<file path="src/sv/sacl_pkg.sv">
// ----------------------------------------------------------------------------
// sacl_pkg
// Shared types and constants for the set-associative LRU cache model.
// ----------------------------------------------------------------------------
package sacl_pkg;

	localparam int MAX_SET_BITS = 6;
	localparam int MAX_WAYS     = 4;
	localparam int NUM_SETS     = 1 << MAX_SET_BITS;
	localparam int SET_W        = (MAX_SET_BITS > 0) ? MAX_SET_BITS : 1;
	localparam int WAY_W        = (MAX_WAYS > 1) ? $clog2(MAX_WAYS) : 1;
	localparam int REC_W        = WAY_W;
	localparam int WCNT_W       = $clog2(MAX_WAYS + 1);
	localparam int TAG_W        = 64;
	localparam int ADDR_W       = 64;
	localparam int CNT_W        = 32;
	localparam int PADDR_W      = 4;

	localparam logic [CNT_W-1:0] COUNT_MAX = {CNT_W{1'b1}};
	localparam logic [REC_W-1:0] REC_MAX   = REC_W'(MAX_WAYS - 1);

	localparam logic [1:0] CMD_LOAD   = 2'd0;
	localparam logic [1:0] CMD_STORE  = 2'd1;
	localparam logic [1:0] CMD_MODIFY = 2'd2;

	localparam logic [1:0] REG_SET_BITS    = 2'd0;
	localparam logic [1:0] REG_BLOCK_BITS  = 2'd1;
	localparam logic [1:0] REG_WAYS_IN_USE = 2'd2;

	typedef logic [MAX_WAYS-1:0][TAG_W-1:0] tag_row_t;
	typedef logic [MAX_WAYS-1:0][REC_W-1:0] rec_row_t;

	typedef struct packed {
		logic [2:0] set_bits;
		logic [5:0] block_bits;
		logic [2:0] ways_in_use;
	} cfg_t;

	typedef struct packed {
		logic rd_en;
		logic lookup_en;
	} ctl_t;

	typedef enum logic {
		ST_IDLE,
		ST_LOOK
	} state_t;

	function automatic logic [CNT_W-1:0] sat_add(logic [CNT_W-1:0] v, logic [1:0] inc);
		logic [CNT_W:0] s;
		s = {1'b0, v} + {{(CNT_W-1){1'b0}}, inc};
		return s[CNT_W] ? COUNT_MAX : s[CNT_W-1:0];
	endfunction

endpackage

</file>
<file path="src/sv/sacl_regs.sv">
// ----------------------------------------------------------------------------
// sacl_regs
// Configuration registers behind the APB-style port.
// ----------------------------------------------------------------------------
module sacl_regs
	import sacl_pkg::*;
(
	input  logic               clk,
	input  logic               arst_n,
	input  logic               psel,
	input  logic               penable,
	input  logic               pwrite,
	input  logic [PADDR_W-1:0] paddr,
	input  logic [31:0]        pwdata,
	output logic [31:0]        prdata,
	output logic               pready,
	output cfg_t               cfg
);

	cfg_t       cfg_q;
	logic       wr_en;
	logic [1:0] reg_idx;

	assign pready  = 1'b1;
	assign wr_en   = psel & penable & pwrite;
	assign reg_idx = paddr[3:2];
	assign cfg     = cfg_q;

	always_ff @(posedge clk or negedge arst_n) begin
		if (!arst_n) begin
			cfg_q.set_bits    <= 3'd0;
			cfg_q.block_bits  <= 6'd0;
			cfg_q.ways_in_use <= 3'd1;
		end else if (wr_en) begin
			unique case (reg_idx)
				REG_SET_BITS:    cfg_q.set_bits    <= pwdata[2:0];
				REG_BLOCK_BITS:  cfg_q.block_bits  <= pwdata[5:0];
				REG_WAYS_IN_USE: cfg_q.ways_in_use <= pwdata[2:0];
				default: ;
			endcase
		end
	end

	always_comb begin
		unique case (reg_idx)
			REG_SET_BITS:    prdata = {29'd0, cfg_q.set_bits};
			REG_BLOCK_BITS:  prdata = {26'd0, cfg_q.block_bits};
			REG_WAYS_IN_USE: prdata = {29'd0, cfg_q.ways_in_use};
			default:         prdata = 32'd0;
		endcase
	end

endmodule

</file>
<file path="config.mk">
export PLATFORM = sky130hd
export DESIGN_NAME = sacl_regs
export DESIGN_NICKNAME = d
export VERILOG_FILES = /design/src/sv/sacl_pkg.sv /design/src/sv/sacl_regs.sv
export SDC_FILE = /design/constraint.sdc
export NUM_CORES = 1
export LEC_CHECK = 0
export ABC_AREA = 1
export BUFFER_PORTS_ARGS = -buffer_cell sky130_fd_sc_hd__buf_2
export CORE_AREA = 3 3 53 55
export DETAILED_ROUTE_END_ITERATION = 10
export DIE_AREA = 0 0 56 58
export PLACE_DENSITY = 0.78
export SLEW_MARGIN = 20
export SYNTH_ARGS = -nofsm -noshare
export SYNTH_HDL_FRONTEND = slang
export SYNTH_SLANG_ARGS = --single-unit
</file>
<file path="constraint.sdc">
create_clock -name clk -period 0.8 [get_ports clk]
set_input_delay 0.12 -clock clk [delete_from_list [all_inputs] [get_ports clk]]
set_output_delay 0.12 -clock clk [all_outputs]
set_load 0.02 [all_outputs]
</file>
==> impl_metrics.tcl <==
set metrics [dict create \
    core-area_um2 2430 \
    die_area_um2 3250 \
    grt_antenna_before_repair 0 \
    postLayoutCellArea_um2 1240 \
    cp.arrival_ns 1.05 \
    grt_pass1_vias 733 \
    violations "setup timing" \
    antenna_cells 0 \
    mostFrequentLayoutCells "45 x nand2_1, 27 x conb_1, 26 x buf_6" \
    hpwl_mm 1.45 \
    postPlaceCellArea_um2 1030 \
    grt.total_usage_pct 11.9 \
    drt_iter0_drc 14 \
    clk_path_buf_depth 2 \
    max_freq_mhz 857 \
    met2WireLength_mm 1.04 \
    wl_met3_um 146 \
    status "finished, violations left" \
    seq_area_frac_synth_pct 36.5 \
    clk_latency_ns 0.27 \
    fin_ws_ns -0.367 \
    hold_depth 3 \
    hold_viol 0 \
    gp_congestion 0.804 \
    htree_levels 1 \
    synth.distinct_cells 13 \
    power_density_nw_per_um2 2000 \
    viasPerCell 4.01 \
    ioPinCount 86 \
    worst_ir_drop_vdd_uv 986 \
    post_synth.cell_area_avg_um2 7.32 \
    maxCapViolCount 0 \
    setup-violations-final 20 \
    cp-start-kind "flop" \
    rsz0062_at_grt "yes" \
    drtPass1Iterations 4 \
    routed_wl_mm 1.88 \
    clk_pin_slew_ns 0.07 \
    grt_pass1_wl_mm 2.98 \
    routed.top_layer "met4" \
    drive_above_1_share_pct 48.1 \
    synth_area_um2 827 \
    met1_length_um 657 \
    end_kind "output port" \
    area_growth_pct 49.8 \
    die_y_um 58 \
    path_class "flop to output port" \
    ys_warn_count 0 \
    slew_violations 0 \
    port_buffers 30 \
    total_power_w 0.00248 \
    worst_r2r_path_depth 4 \
    grt_start_max_net_pins 13 \
    cp.required_ns 0.68 \
    vias 761 \
    worst_clock_skew_ns 0 \
    holdCritPathClass "primary input to flop" \
    num_rows 18 \
    synthCells 113 \
    antenna_left 0 \
    drcViolationCount 0 \
    cts_root_buf "clkbuf_4" \
    place_ws_ns -0.131 \
    ys_ff_latch 12 \
    wl_per_cell_um 9.91 \
    p_leak_nw 0.703 \
    cts_buffers 3 \
    finalCritPeriodShare_pct 146 \
    die_w_um 56 \
    largest_reg_flops 12 \
    final_common_cell "nand2_1" \
    crit_fanout 3 \
    cts.sinks 12 \
    fin_nets 202 \
    fin_crit_ns 1.17 \
    start_util_pct 34.0 \
    cts_tree "yes" \
    grt-ovfl-total 0 \
]
==> metal layers <==
layer | global-route usage [%] | vias up
met4 | 7.12 | 0
li1 | - | 375
met1 | 12.2 | 353
met5 | 0 | -
met3 | 2.67 | 4
met2 | 22.0 | 29
==> final cells by class <==
cell class | count | area [um^2]
Fill cell | 243 | 1190
Multi-Input combinational cell | 91 | 432
Timing Repair Buffer | 45 | 403
Sequential cell | 12 | 310
Tap cell | 30 | 37.5
Inverter | 8 | 30.0
Clock buffer | 4 | 26.3
==> kinds of logic (layout without fill, tap and decap cells) <==
logic type    after synthesis  count (layout)  share of synthesized area (%)
flops                      12              12                           36.5
simple gates               64              64                           34.5
other cells                 2              27                          0.908
buf+inv                    35              57                           28.1
==> final timing paths <==
kind / start / end / slack, ns
setup / recovery: cfg[0] / prdata[0] / -0.37
hold / removal: pwdata[5] / cfg[8] / 0.05
setup reg to reg: cfg[11] / cfg[11] / -0.03
hold reg to reg: cfg[0] / cfg[0] / 0.49
max in group asynchronous: arst_n / cfg[0] / 0.28
min in group asynchronous: arst_n / cfg[1] / 0.25
==> synth_stat cells (all sizes together) <==
| cell type | n | area [um^2] |
|---|---|---|
| nand3 | 4 | 25.0 |
| conb | 2 | 7.51 |
| dfstp | 1 | 26.3 |
| buf | 27 | 203 |
| nor2 | 8 | 45.0 |
| nand2 | 52 | 215 |
| dfrtp | 11 | 275 |
| inv | 8 | 30.0 |
==> through the flow <==
stage	instances	setup TNS (ns)	utilization [%]	hold slack [ns]
final	190	-4.40	50.9	0.0487
after global routing	190	-5.23	50.9	0.0572
after CTS	189	-4.41	50.1	0.0481
after detailed placement	182	-1.16	42.5	0.0114
after global placement	182	-0.990	42.5	0.00786
after floorplan	138	-0.0817	-	-0.176
==> worst max-delay path, cell delays in order, from the launching register on <==
cell and delay (ns):
dfstp_2 0.55, nand2_2 0.05, nand3_2 0.06, buf_6 0.11
==> what timing repair did <==
| item | 4_1_cts | 5_1_grt |
|---|---|---|
| hold buffers | 1 | 0 |
| gates resized for setup | 44 | 4 |
| pin swaps | 4 | 1 |
| hold endpoints to repair | 12 | 0 |
| buffers inserted | 2 | 1 |
| endpoints found under the setup margin | 18 | 20 |
==> power by group <==
group / internal, W / total (W) / switching [W]
combinational: 0.000591 / 0.00123 / 0.000636
clock: 0.000193 / 0.000389 / 0.000196
sequential: 0.000752 / 0.000860 / 0.000108
total: 0.00154 / 0.00248 / 0.000940
No activity file was read; power rests on OpenSTA's default activity.
